**src/rtl/furic_pkg.sv**
```systemverilog
`default_nettype none

package furic_pkg;

    localparam logic [7:0] CH_SLASH   = 8'h2F;
    localparam logic [7:0] CH_PERCENT = 8'h25;
    localparam logic [7:0] CH_NUL     = 8'h00;

    // "file://" is seven characters, "localhost" nine
    localparam logic [3:0] SCHEME_LEN = 4'd7;
    localparam logic [3:0] HOST_LEN   = 4'd9;

    // what the back end has to do with one queued word
    typedef enum logic [1:0] {
        CMD_PREFIX = 2'd0,
        CMD_PLAIN  = 2'd1,
        CMD_ESCAPE = 2'd2,
        CMD_FAIL   = 2'd3
    } cmd_kind_t;

    typedef struct packed {
        cmd_kind_t  kind;
        logic [7:0] value;
        logic       last;
    } cmd_t;

    typedef struct packed {
        logic full;
        logic empty;
    } q_status_t;

    function automatic logic [7:0] scheme_char(input logic [3:0] idx);
        logic [7:0] c;
        case (idx)
            4'd0:    c = 8'h66;  // f
            4'd1:    c = 8'h69;  // i
            4'd2:    c = 8'h6C;  // l
            4'd3:    c = 8'h65;  // e
            4'd4:    c = 8'h3A;  // :
            4'd5:    c = 8'h2F;  // /
            4'd6:    c = 8'h2F;  // /
            default: c = 8'h00;
        endcase
        return c;
    endfunction

    function automatic logic [7:0] host_char(input logic [3:0] idx);
        logic [7:0] c;
        case (idx)
            4'd0:    c = 8'h6C;  // l
            4'd1:    c = 8'h6F;  // o
            4'd2:    c = 8'h63;  // c
            4'd3:    c = 8'h61;  // a
            4'd4:    c = 8'h6C;  // l
            4'd5:    c = 8'h68;  // h
            4'd6:    c = 8'h6F;  // o
            4'd7:    c = 8'h73;  // s
            4'd8:    c = 8'h74;  // t
            default: c = 8'h00;
        endcase
        return c;
    endfunction

    // bit 4 set: not a hex digit
    function automatic logic [4:0] nibble_of(input logic [7:0] c);
        logic [4:0] n;
        if (c >= 8'h30 && c <= 8'h39) begin
            n = {1'b0, c[3:0]};
        end else if ((c >= 8'h61 && c <= 8'h66) || (c >= 8'h41 && c <= 8'h46)) begin
            n = {1'b0, c[3:0] + 4'd9};
        end else begin
            n = 5'h10;
        end
        return n;
    endfunction

    function automatic logic [7:0] hex_char(input logic [3:0] nib);
        logic [7:0] c;
        if (nib < 4'd10) begin
            c = 8'h30 + {4'b0, nib};
        end else begin
            c = 8'h37 + {4'b0, nib};
        end
        return c;
    endfunction

    function automatic logic keeps_plain(input logic [7:0] v);
        return (v >= 8'h61 && v <= 8'h7A) || (v >= 8'h41 && v <= 8'h5A) ||
               (v >= 8'h30 && v <= 8'h39) || v == 8'h2F || v == 8'h2D ||
               v == 8'h5F || v == 8'h2E || v == 8'h7E || v == 8'h3A;
    endfunction

endpackage

`default_nettype wire

```
**src/rtl/furic_front.sv**
```systemverilog
`default_nettype none

module furic_front (
    input  wire logic                 aclk,
    input  wire logic                 aresetn,
    input  wire logic                 s_valid,
    output logic                      s_ready,
    input  wire logic [7:0]           s_in_byte,
    input  wire logic                 s_in_last,
    input  wire furic_pkg::q_status_t q_status,
    output logic                      push,
    output furic_pkg::cmd_t           push_cmd
);

    typedef enum logic [4:0] {
        PH_PREFIX = 5'b00001,
        PH_AUTH   = 5'b00010,
        PH_PATH   = 5'b00100,
        PH_ESC1   = 5'b01000,
        PH_ESC2   = 5'b10000
    } phase_t;

    phase_t     phase_reg, phase_next;
    logic [3:0] idx_reg, idx_next;
    logic [3:0] hi_reg, hi_next;
    logic       err_reg, err_next;

    logic       take;
    logic       has_cmd;
    logic [4:0] nib;
    logic [7:0] decoded;
    furic_pkg::cmd_t cmd;

    assign s_ready = !q_status.full;
    assign take    = s_valid && s_ready;
    assign nib     = furic_pkg::nibble_of(s_in_byte);
    assign decoded = {hi_reg, nib[3:0]};

    always_comb begin
        phase_next = phase_reg;
        idx_next   = idx_reg;
        hi_next    = hi_reg;
        err_next   = err_reg;
        has_cmd    = 1'b0;
        cmd.kind   = furic_pkg::CMD_PLAIN;
        cmd.value  = s_in_byte;
        cmd.last   = s_in_last;

        if (!err_reg) begin
            unique case (phase_reg)
                PH_PREFIX: begin
                    if (idx_reg < furic_pkg::SCHEME_LEN &&
                        s_in_byte == furic_pkg::scheme_char(idx_reg)) begin
                        if (idx_reg == furic_pkg::SCHEME_LEN - 4'd1) begin
                            phase_next = PH_AUTH;
                            idx_next   = 4'd0;
                        end else begin
                            idx_next = idx_reg + 4'd1;
                        end
                    end else begin
                        err_next = 1'b1;
                    end
                end
                PH_AUTH: begin
                    if (s_in_byte == furic_pkg::CH_SLASH) begin
                        if (idx_reg == 4'd0 || idx_reg == furic_pkg::HOST_LEN) begin
                            phase_next = PH_PATH;
                            has_cmd    = 1'b1;
                            cmd.kind   = furic_pkg::CMD_PREFIX;
                        end else begin
                            err_next = 1'b1;
                        end
                    end else if (idx_reg < furic_pkg::HOST_LEN &&
                                 s_in_byte == furic_pkg::host_char(idx_reg)) begin
                        idx_next = idx_reg + 4'd1;
                    end else begin
                        err_next = 1'b1;
                    end
                end
                PH_PATH: begin
                    if (s_in_byte == furic_pkg::CH_PERCENT) begin
                        phase_next = PH_ESC1;
                    end else if (s_in_byte == furic_pkg::CH_NUL) begin
                        err_next = 1'b1;
                    end else begin
                        has_cmd  = 1'b1;
                        cmd.kind = furic_pkg::keeps_plain(s_in_byte) ?
                                   furic_pkg::CMD_PLAIN : furic_pkg::CMD_ESCAPE;
                    end
                end
                PH_ESC1: begin
                    if (nib[4]) begin
                        err_next = 1'b1;
                    end else begin
                        hi_next    = nib[3:0];
                        phase_next = PH_ESC2;
                    end
                end
                PH_ESC2: begin
                    if (nib[4] || decoded == furic_pkg::CH_NUL) begin
                        err_next = 1'b1;
                    end else begin
                        has_cmd    = 1'b1;
                        cmd.value  = decoded;
                        cmd.kind   = furic_pkg::keeps_plain(decoded) ?
                                     furic_pkg::CMD_PLAIN : furic_pkg::CMD_ESCAPE;
                        phase_next = PH_PATH;
                    end
                end
                default: begin
                    err_next = 1'b1;
                end
            endcase
        end

        if (err_next) begin
            has_cmd = 1'b0;
        end

        if (s_in_last) begin
            if (err_next || phase_next != PH_PATH || !has_cmd) begin
                cmd.kind  = furic_pkg::CMD_FAIL;
                cmd.value = furic_pkg::CH_NUL;
            end
            has_cmd    = 1'b1;
            phase_next = PH_PREFIX;
            idx_next   = 4'd0;
            hi_next    = 4'd0;
            err_next   = 1'b0;
        end
    end

    assign push     = take && has_cmd;
    assign push_cmd = cmd;

    always_ff @(posedge aclk) begin
        if (!aresetn) begin
            phase_reg <= PH_PREFIX;
            idx_reg   <= 4'd0;
            hi_reg    <= 4'd0;
            err_reg   <= 1'b0;
        end else if (take) begin
            phase_reg <= phase_next;
            idx_reg   <= idx_next;
            hi_reg    <= hi_next;
            err_reg   <= err_next;
        end
    end

    a_last_restarts: assert property (@(posedge aclk) disable iff (!aresetn)
        (take && s_in_last) |=> (phase_reg == PH_PREFIX && !err_reg && idx_reg == 4'd0))
        else $error("uri state not cleared after final word");

    a_last_always_pushes: assert property (@(posedge aclk) disable iff (!aresetn)
        (take && s_in_last) |-> (push && push_cmd.last))
        else $error("final word gave no closing command");

endmodule

`default_nettype wire

```
**src/rtl/furic_queue.sv**
```systemverilog
`default_nettype none

module furic_queue #(
    parameter int DEPTH = 4
) (
    input  wire logic                 aclk,
    input  wire logic                 aresetn,
    input  wire logic                 push,
    input  wire furic_pkg::cmd_t      push_cmd,
    input  wire logic                 pop,
    output furic_pkg::cmd_t           head_cmd,
    output furic_pkg::q_status_t      q_status
);

    localparam int PTR_W = (DEPTH > 1) ? $clog2(DEPTH) : 1;
    localparam int CNT_W = $clog2(DEPTH + 1);
    localparam logic [PTR_W-1:0] LAST_PTR = PTR_W'(DEPTH - 1);
    localparam logic [CNT_W-1:0] FULL_CNT = CNT_W'(DEPTH);

    furic_pkg::cmd_t  slot_reg [DEPTH];
    logic [PTR_W-1:0] wr_ptr_reg, rd_ptr_reg;
    logic [CNT_W-1:0] count_reg, count_next;

    assign head_cmd       = slot_reg[rd_ptr_reg];
    assign q_status.full  = (count_reg == FULL_CNT);
    assign q_status.empty = (count_reg == '0);

    always_comb begin
        count_next = count_reg;
        if (push && !pop) begin
            count_next = count_reg + CNT_W'(1);
        end else if (pop && !push) begin
            count_next = count_reg - CNT_W'(1);
        end
    end

    always_ff @(posedge aclk) begin
        if (push) begin
            slot_reg[wr_ptr_reg] <= push_cmd;
        end
    end

    always_ff @(posedge aclk) begin
        if (!aresetn) begin
            wr_ptr_reg <= '0;
            rd_ptr_reg <= '0;
            count_reg  <= '0;
        end else begin
            if (push) begin
                wr_ptr_reg <= (wr_ptr_reg == LAST_PTR) ? '0 : wr_ptr_reg + PTR_W'(1);
            end
            if (pop) begin
                rd_ptr_reg <= (rd_ptr_reg == LAST_PTR) ? '0 : rd_ptr_reg + PTR_W'(1);
            end
            count_reg <= count_next;
        end
    end

    a_no_overflow: assert property (@(posedge aclk) disable iff (!aresetn)
        push |-> (!q_status.full || pop))
        else $error("queue written while full");

    a_no_underflow: assert property (@(posedge aclk) disable iff (!aresetn)
        pop |-> !q_status.empty)
        else $error("queue read while empty");

endmodule

`default_nettype wire

```
**src/rtl/furic_back.sv**
```systemverilog
`default_nettype none

module furic_back (
    input  wire logic                 aclk,
    input  wire logic                 aresetn,
    input  wire furic_pkg::cmd_t      head_cmd,
    input  wire furic_pkg::q_status_t q_status,
    output logic                      pop,
    output logic                      m_valid,
    input  wire logic                 m_ready,
    output logic [7:0]                m_out_byte,
    output logic                      m_out_last,
    output logic                      m_failed
);

    logic [2:0] pos_reg;
    logic       valid_reg;
    logic [7:0] byte_reg;
    logic       last_reg;
    logic       failed_reg;

    logic       load;
    logic       final_pos;
    logic [7:0] byte_next;

    // output register takes a queued word whenever it is empty or being drained
    assign load = !q_status.empty && (!valid_reg || m_ready);

    always_comb begin
        final_pos = 1'b1;
        byte_next = head_cmd.value;
        unique case (head_cmd.kind)
            furic_pkg::CMD_PREFIX: begin
                final_pos = (pos_reg == 3'd7);
                byte_next = (pos_reg == 3'd7) ? furic_pkg::CH_SLASH :
                            furic_pkg::scheme_char({1'b0, pos_reg});
            end
            furic_pkg::CMD_PLAIN: begin
                byte_next = head_cmd.value;
            end
            furic_pkg::CMD_ESCAPE: begin
                final_pos = (pos_reg == 3'd2);
                if (pos_reg == 3'd0) begin
                    byte_next = furic_pkg::CH_PERCENT;
                end else if (pos_reg == 3'd1) begin
                    byte_next = furic_pkg::hex_char(head_cmd.value[7:4]);
                end else begin
                    byte_next = furic_pkg::hex_char(head_cmd.value[3:0]);
                end
            end
            furic_pkg::CMD_FAIL: begin
                byte_next = furic_pkg::CH_NUL;
            end
            default: begin
                byte_next = furic_pkg::CH_NUL;
            end
        endcase
    end

    assign pop = load && final_pos;

    always_ff @(posedge aclk) begin
        if (load) begin
            byte_reg   <= byte_next;
            last_reg   <= head_cmd.last && final_pos;
            failed_reg <= (head_cmd.kind == furic_pkg::CMD_FAIL);
        end
    end

    always_ff @(posedge aclk) begin
        if (!aresetn) begin
            valid_reg <= 1'b0;
            pos_reg   <= 3'd0;
        end else begin
            if (load) begin
                valid_reg <= 1'b1;
            end else if (m_ready) begin
                valid_reg <= 1'b0;
            end
            if (load) begin
                pos_reg <= final_pos ? 3'd0 : pos_reg + 3'd1;
            end
        end
    end

    assign m_valid    = valid_reg;
    assign m_out_byte = byte_reg;
    assign m_out_last = last_reg;
    assign m_failed   = failed_reg;

    a_fail_shape: assert property (@(posedge aclk) disable iff (!aresetn)
        (m_valid && m_failed) |-> (m_out_last && m_out_byte == furic_pkg::CH_NUL))
        else $error("failure word not closing or not zero");

endmodule

`default_nettype wire

```
**src/rtl/file_uri_canonicalizer_unit.sv**
```systemverilog
`default_nettype none

// file uri canonicaliser. takes a uri one byte word at a time (s_in_last on the final
// byte), checks the "file://" scheme and an empty or "localhost" authority, then
// percent-decodes the path and re-encodes it: letters, digits and / - _ . ~ : pass
// through, any other byte leaves as %XX with uppercase hex. the canonical "file://"
// comes out together with the first path slash. any error (bad prefix or authority,
// raw or decoded nul, bad hex digit, truncated escape, no path) gives a single word
// with m_failed high, m_out_last high and a zero byte on the final input byte; words
// already sent for that uri are to be discarded. rate: the front end accepts one byte
// a cycle while its command queue (QUEUE_DEPTH entries) has room, and the back end
// sends one output word a cycle while a command is queued and m_ready allows; a plain
// byte gives one word, an escaped byte three and the slash that opens the path eight,
// so the back end sets the sustained rate. an output register parts the result side
// from the queue, so input flows while a word waits on m_ready. no clearing pass after reset.

module file_uri_canonicalizer_unit #(
    parameter int QUEUE_DEPTH = 4
) (
    input  wire logic       aclk,
    input  wire logic       aresetn,
    // input word channel
    input  wire logic       s_valid,
    output logic            s_ready,
    input  wire logic [7:0] s_in_byte,
    input  wire logic       s_in_last,
    // result word channel
    output logic            m_valid,
    input  wire logic       m_ready,
    output logic [7:0]      m_out_byte,
    output logic            m_out_last,
    output logic            m_failed
);

    // front end to queue
    logic                 push;
    furic_pkg::cmd_t      push_cmd;
    // queue to back end
    logic                 pop;
    furic_pkg::cmd_t      head_cmd;
    furic_pkg::q_status_t q_status;

    // parses and classifies each input byte into at most one command
    furic_front u_front (
        .aclk      (aclk),
        .aresetn   (aresetn),
        .s_valid   (s_valid),
        .s_ready   (s_ready),
        .s_in_byte (s_in_byte),
        .s_in_last (s_in_last),
        .q_status  (q_status),
        .push      (push),
        .push_cmd  (push_cmd)
    );

    // short command queue so parsing and expansion stall independently
    furic_queue #(
        .DEPTH (QUEUE_DEPTH)
    ) u_queue (
        .aclk     (aclk),
        .aresetn  (aresetn),
        .push     (push),
        .push_cmd (push_cmd),
        .pop      (pop),
        .head_cmd (head_cmd),
        .q_status (q_status)
    );

    // expands each command into one to eight output words
    furic_back u_back (
        .aclk       (aclk),
        .aresetn    (aresetn),
        .head_cmd   (head_cmd),
        .q_status   (q_status),
        .pop        (pop),
        .m_valid    (m_valid),
        .m_ready    (m_ready),
        .m_out_byte (m_out_byte),
        .m_out_last (m_out_last),
        .m_failed   (m_failed)
    );

endmodule

`default_nettype wire
```
**config.mk**
```make
export PLATFORM = sky130hd
export DESIGN_NAME = file_uri_canonicalizer_unit
export DESIGN_NICKNAME = d
export VERILOG_FILES = /design/src/rtl/furic_pkg.sv /design/src/rtl/furic_front.sv /design/src/rtl/furic_queue.sv /design/src/rtl/furic_back.sv /design/src/rtl/file_uri_canonicalizer_unit.sv
export SDC_FILE = /design/constraint.sdc
export NUM_CORES = 1
export LEC_CHECK = 0
export BUFFER_PORTS_ARGS = -buffer_cell sky130_fd_sc_hd__buf_4
export CAP_MARGIN = 5
export CORE_ASPECT_RATIO = 1.1
export CORE_MARGIN = 2
export CORE_UTILIZATION = 55
export CTS_CLUSTER_SIZE = 25
export DETAILED_ROUTE_END_ITERATION = 10
export PLACE_DENSITY = 0.85
export SLEW_MARGIN = 20
export SYNTH_ARGS = -nofsm -noshare
export SYNTH_HDL_FRONTEND = slang
export SYNTH_SLANG_ARGS = --single-unit
```
**constraint.sdc**
```tcl
create_clock -name aclk -period 4.5 [get_ports aclk]
set_input_delay 0.45 -clock aclk [delete_from_list [all_inputs] [get_ports aclk]]
set_output_delay 0.45 -clock aclk [all_outputs]
set_load 0.01 [all_outputs]
```
; ---- Yosys cells after proc, flatten, opt, wreduce, memory -nomap -nowiden
; Memories as Yosys holds them, arrays and structs flattened. A register that Yosys moved wholly into a read port is not among the register bits.
; Index checks and enable logic that the tools add are counted.
; W data, S select, Z words.
[totals]
regBits = 35
mem_bits_rw = 44
romBits = 112
inputBits = 13
output_inout_bits = 12
wordCells = 230
memories = 2
[mem_list]
columns = name, depth, word_bits, read_ports, rd_ports_with_merged_regs, wr, line_no
row1 = (name not given), 16, 7, 1, 1, 0, furic_pkg.sv:49  ; case (idx)
row2 = u_queue.slot_reg, 4, 11, 1, 1, 1, furic_queue.sv:20  ; furic_pkg::cmd_t slot_reg [DEPTH];
[classes]
n_addsub = 11
magnitude_cmp = 18
eq_ne = 46
muxes = 82
n_reduce_logical = 59
[op_table]
columns = op, n
row1 = $pmux W7 S6, 2
row2 = $mux W8, 10
row3 = $eq A8 B6 Y1 const B, 9
row4 = $mux W5, 11
row5 = $le A8 B7 Y1 const B, 6
row6 = $mux W4, 12
row7 = $mux W10, 4
row8 = $eq A8 B7 Y1 const B, 4
row9 = $ge A8 B7 Y1 const B, 4
row10 = $pmux W8 S4, 1
row11 = $add A6 B4 Y7 const A, 4
row12 = $pmux W5 S5, 1
row13 = $mux W1, 23
row14 = $logic_or A1 B1 Y1, 22
row15 = $mux W2, 9
row16 = $logic_and A1 B1 Y1, 17
row17 = $eq A8 B8 Y1, 2
row18 = $ge A8 B6 Y1 const B, 2
row19 = $le A8 B6 Y1 const B, 2
row20 = $logic_not A8 Y1, 2
row21 = $eq A3 B3 Y1 const B, 5
row22 = $eq A4 B3 Y1 const B, 3
row23 = $lt A4 B4 Y1 const B, 3
row24 = $mux W3, 3
row25 = 37 further kinds, 55

; ---- Longest topological paths before layout
[logic_depth]
word_depth = 21
ltp_mapped = 17
ltp_nobuf = 15

; ---- By module
; Synthesis repeated with hierarchy kept, for this count alone.
[hier_totals]
cells_unflattened = 574
hier_area_um2 = 5599.1
[by_module_without_submodules]
columns = module, instances, cells_per_inst, area_each_um2, seq_area_each_um2
row1 = furic_front, 1, 359, 2496.1, 400.4
row2 = furic_queue, 1, 101, 2047.0, 1501.4
row3 = furic_back, 1, 114, 1056.0, 380.4

; ---- Least setup slack after synthesis
; OpenSTA, ideal clock, no wires.
[synth_timing]
kind = register to register
from = register u_front.idx_reg[0]
to = register u_queue.count_reg[2]
setup_ns = 0.070
arrival_time_ns = 3.899
required_time_ns = 4.430
path_slack_ns = 0.531
stages_incl_launch_ff = 17
path_buffers = 1
synth_period_minus_slack_ns = 3.969
path_cell_list = dfxtp_1 inv_1 ha_1 nor4_1 nor4_1 nor4b_1 nand4_1 a221o_1 a211oi_1 o21a_1 buf_2 ha_1 inv_1 fa_1 xor2_1 or3_1 a21oi_1
[synth_between]
elab_chain_cells = 16
elab_cells_between_ends = 36
cone_classes = order compare: 2 / eq/ne: 8 / mux: 16 / reduce/logical: 10
[synth_lines]
columns = item, line_no
row1 = from (decl), furic_front.sv:24  ; logic [3:0] idx_reg, idx_next;
row2 = from (signal assigned), furic_front.sv:144  ; idx_reg <= idx_next;
row3 = $eq A4 B3 Y1, furic_pkg.sv:34  ; case (idx)
row4 = $reduce_or A2 Y1 (no source line), n/a
row5 = $pmux W7 S6, furic_pkg.sv:34
row6 = $mux W8, furic_front.sv:50  ; unique case (phase_reg)
row7 = $mux W8, furic_front.sv:49  ; if (!err_reg) begin
row8 = $eq A8 B8 Y1, furic_front.sv:53  ; s_in_byte == furic_pkg::scheme_char(idx_reg)) begin
row9 = $logic_and A1 B1 Y1, furic_front.sv:52  ; if (idx_reg < furic_pkg::SCHEME_LEN &&
row10 = $mux W1, furic_front.sv:52
row11 = $pmux W1 S5, furic_front.sv:50
row12 = $mux W1, furic_front.sv:49
row13 = $mux W1 *, furic_front.sv:116  ; if (err_next) begin
row14 = $mux W1 *, furic_front.sv:120  ; if (s_in_last) begin
row15 = $logic_and A1 B1 Y1 *, furic_front.sv:133  ; assign push = take && has_cmd;
row16 = net push, file_uri_canonicalizer_unit.sv:36  ; logic push;
row17 = $logic_not A1 Y1, furic_queue.sv:32  ; end else if (pop && !push) begin
row18 = $logic_and A1 B1 Y1, furic_queue.sv:32
row19 = $reduce_bool A2 Y1 (no source line), n/a
row20 = to (signal assigned), furic_queue.sv:55  ; count_reg <= count_next;
row21 = to (decl), furic_queue.sv:22  ; logic [CNT_W-1:0] count_reg, count_next;
; Mark *: on every way through the listed nets, which the timed path passes. The rest lies on a longest branch. The select of a mux whose other input is x is not followed.
; A chain may end at the register's enable or synchronous reset.

; ---- Final worst setup path
[layout_timing]
from = register u_front.idx_reg[0]
to = register u_queue.count_reg[2]
[layout_between]
elab_chain_cells = 16
elab_cells_between_ends = 36
cone_classes = order compare: 2 / eq/ne: 8 / mux: 16 / reduce/logical: 10
[layout_lines]
columns = item, line_no
row1 = $eq A4 B3 Y1, furic_pkg.sv:34
row2 = $reduce_or A2 Y1 (no source line), n/a
row3 = $pmux W7 S6, furic_pkg.sv:34
row4 = $mux W8, furic_front.sv:50
row5 = $mux W8, furic_front.sv:49
row6 = $eq A8 B8 Y1, furic_front.sv:53
row7 = $logic_and A1 B1 Y1, furic_front.sv:52
row8 = $mux W1, furic_front.sv:52
row9 = $pmux W1 S5, furic_front.sv:50
row10 = $mux W1, furic_front.sv:49
row11 = $mux W1 *, furic_front.sv:116
row12 = $mux W1 *, furic_front.sv:120
row13 = $logic_and A1 B1 Y1 *, furic_front.sv:133
row14 = $logic_not A1 Y1, furic_queue.sv:32
row15 = $logic_and A1 B1 Y1, furic_queue.sv:32
row16 = $reduce_bool A2 Y1 (no source line), n/a
; Mark *: on every way between the ends. The rest lies on a longest branch, timed or not. The select of a mux whose other input is x is not followed.

==> impl_metrics.json <==
{
  "status": "finished clean",
  "drive_gt1_share_pct": 12.3,
  "ir_worst_vdd_mv": 0.231,
  "p_switching_mw": 0.948,
  "grt.total_usage_pct": 21.9,
  "power_mw": 2.62,
  "largest_reg_flops": 44,
  "io_buffers": 24,
  "grt_antenna_before_repair": 0,
  "grt_overflow_total": 0,
  "cp-start-kind": "flip-flop",
  "dpl_worst_slack_ns": 0.240,
  "synth_common_cells": "nor2_1 (57), edfxtp_1 (54), nand2_1 (40), a21oi_1 (35), dfxtp_1 (33)",
  "drc_errors": 0,
  "cts_tree": "yes",
  "cts_sinks": 87,
  "slowest_delay_ns": 0.44,
  "max-clock-path-buffers": 2,
  "setup_tns_ns": 0,
  "place_area_um2": 5520,
  "synth_area_leaders": "edfxtp_1 (31%), dfxtp_1 (12%), ha_1 (6.1%)",
  "initial_core_util_pct": 56.6,
  "h-tree-depth": 3,
  "critPathKind": "flip-flop to flip-flop",
  "io_pins": 25,
  "postSynth.asyncResetShare_pct": 0,
  "synth-main-ff-cell": "edfxtp_1",
  "synth_edf_count": 54,
  "dieArea_um2": 10400,
  "fill_cells": 762,
  "stdcell_area_um2": 5730,
  "grt_pass1_wl_um": 18700,
  "slew-limit-headroom_pct": 52.4,
  "cp_num_buf_inv": 2,
  "syn2layout_area_growth_pct": 8.32,
  "fin_ws_ns": 0.238,
  "max_cap_viol_count": 0,
  "cp-end-kind": "flip-flop",
  "required_ns": 4.78,
  "period_minus_slack_ns": 4.26,
  "multiInputGateArea_um2": 2770,
  "switching_share_pct": 36.2,
  "slowest_stage": "fa_1",
  "critical_path.cell_chain": "inv_1, ha_1, nor4_2, nor4_1, nor4b_1, nand4_1, a221o_1, a211oi_1, o21a_2, ha_1, inv_1, fa_1, xor2_1, or3_1, a21oi_1",
  "routed_via_density": 6.26,
  "die_h_um": 107,
  "setup_viol": 0,
  "p_int_mw": 1.67,
  "grt_start_max_net_pins": 22,
  "final_nets": 588,
  "rows": 37,
  "placeableCoreArea_um2": 9350,
  "diodes": 0,
  "wl_um": 11200,
  "timing.hold.ws_ns": 0.356,
  "p_comb_share_pct": 38.7,
  "p_leak_nw": 2.08,
  "dp_hpwl_um": 8020,
  "yosysWarnings": 0,
  "vias": 4196,
  "ys_types": 71,
  "grt_pass1_vias": 3941,
  "synthCells": 538,
  "first_iter_violations": 389,
  "synthesis.nets": 578,
  "cp_top_family": "simple AND/OR/NAND/NOR gates",
  "rsz0062_at_grt": "no",
  "yosysMostFrequentCell": "nor2_1",
  "clk_latency_ns": 0.36,
  "regArea_um2": 2280,
  "clkTransAtPathRegs_ns": 0.09,
  "p_seq_share_pct": 39.9,
  "synth.top_cell.area_share_pct": 30.6,
  "cts_buffers": 9,
  "cts_hold_buf": 0,
  "post_cts_buffers": 0,
  "dieWidth_um": 97.5,
  "clkPwrFrac_pct": 21.4,
  "crit_fanout": 8,
  "fin_util_pct": 61.3,
  "hold_viol_final": 0,
  "worst_slew_pin_slew_ns": 0.714,
  "syn_area_um2": 5290,
  "placedCellCount": 654,
  "slew_violations": 0,
  "max_clock_freq_mhz": 235,
  "place.gp.congestion": 0.976,
  "hold_class": "input pin to flip-flop",
  "ant_nets": 0,
  "arrival_ns": 4.54,
  "netlist.top_cell.by_area": "edfxtp_1",
  "skew_ns": 0.0146,
  "power.density_nw_per_um2": 457,
  "root_buffer": "clkbuf_8",
  "period_share_pct": 94.7,
  "wl_per_cell_um": 16.7,
  "yosysSeqAreaShare_pct": 43.1,
  "finalNonFillerCells": 670,
  "avgSynthCellArea_um2": 9.84,
  "drtPass1Iterations": 5,
  "yosys_register_bits": 87
}
## final cells by class
class | count | share of cell area, %
flip-flops and latches | 87 | 39.8
multi-input cells | 391 | 48.3
inverters | 30 | 1.96
clock inverters | 7 | 1.38
well taps | 117 | 2.55
repair buffers | 29 | 3.80
clock buffers | 9 | 2.16
## repair_timing
item / 4_1_cts / 5_1_grt
setup endpoints to repair: 0 / 1
endpoints found under the hold margin: 0 / 0
resized for setup: 0 / 2
## worst paths after layout
kind	start	end	slack [ns]	depth (start not counted)
min reg2reg	u_back.m_valid	u_back.m_valid	0.48	2
max reg2reg	u_front.idx_reg[0]	u_queue.count_reg[2]	0.24	15
min	m_ready	u_back.m_valid	0.36	4
max	u_front.idx_reg[0]	u_queue.count_reg[2]	0.24	15
## layer usage
layer | GRT usage (%) | vias to the layer above | share of wire, %
met5 | 0 | - | 0
met4 | 6.85 | 0 | 2.0
met3 | 2.93 | 25 | 4.7
li1 | - | 2016 | -
met2 | 39.4 | 139 | 51
met1 | 27.6 | 2016 | 42
## power by group through the flow
| stage | clock network, mW | logic (mW) | registers, mW |
|---|---|---|---|
| 2_1_floorplan | 0 | 0.705 | 1.08 |
| 5_1_grt | 0.597 | 1.12 | 1.06 |
| 4_1_cts | 0.562 | 1.01 | 1.05 |
| 3_5_place_dp | 0 | 0.996 | 1.06 |
| 3_3_place_gp | 0 | 0.965 | 1.05 |
| 6_report | 0.560 | 1.01 | 1.05 |
## worst min-delay path, stage by stage
cell	delay (ns)
buf_4	0.08
inv_1	0.04
nand2_1	0.05
a21oi_1	0.05
## placed cells by master, fill, tap and decap left out, types with 4 or more instances in the layout
| cell type | count |
|---|---|
| nand2b_1 | 9 |
| a31oi_1 | 5 |
| clkbuf_8 | 9 |
| buf_4 | 29 |
| mux2i_1 | 13 |
| edfxtp_1 | 54 |
| mux4_2 | 10 |
| xnor2_1 | 8 |
| a211oi_1 | 11 |
| and3_1 | 5 |
| ha_1 | 26 |
| o21a_1 | 6 |
| nor3_1 | 17 |
| nor2b_1 | 9 |
| nor4_1 | 8 |
| o21ai_0 | 25 |
| or3_1 | 6 |
| and2_1 | 7 |
| o211ai_1 | 4 |
| xor2_1 | 9 |
| a2111oi_0 | 5 |
| nand4_1 | 4 |
| inv_1 | 30 |
| a21oi_1 | 35 |
| nor2_1 | 57 |
| nand3_1 | 9 |
| dfxtp_1 | 33 |
| nand2_1 | 40 |
## kinds of logic after synthesis
group	synth area share, %
mux	6.93
fa+ha+maj	6.53
xor+xnor	2.81
buf+inv	4.66
compound gates	18.2
simple gates	17.7
flops	43.1
Power figures use the tool's default switching activity.
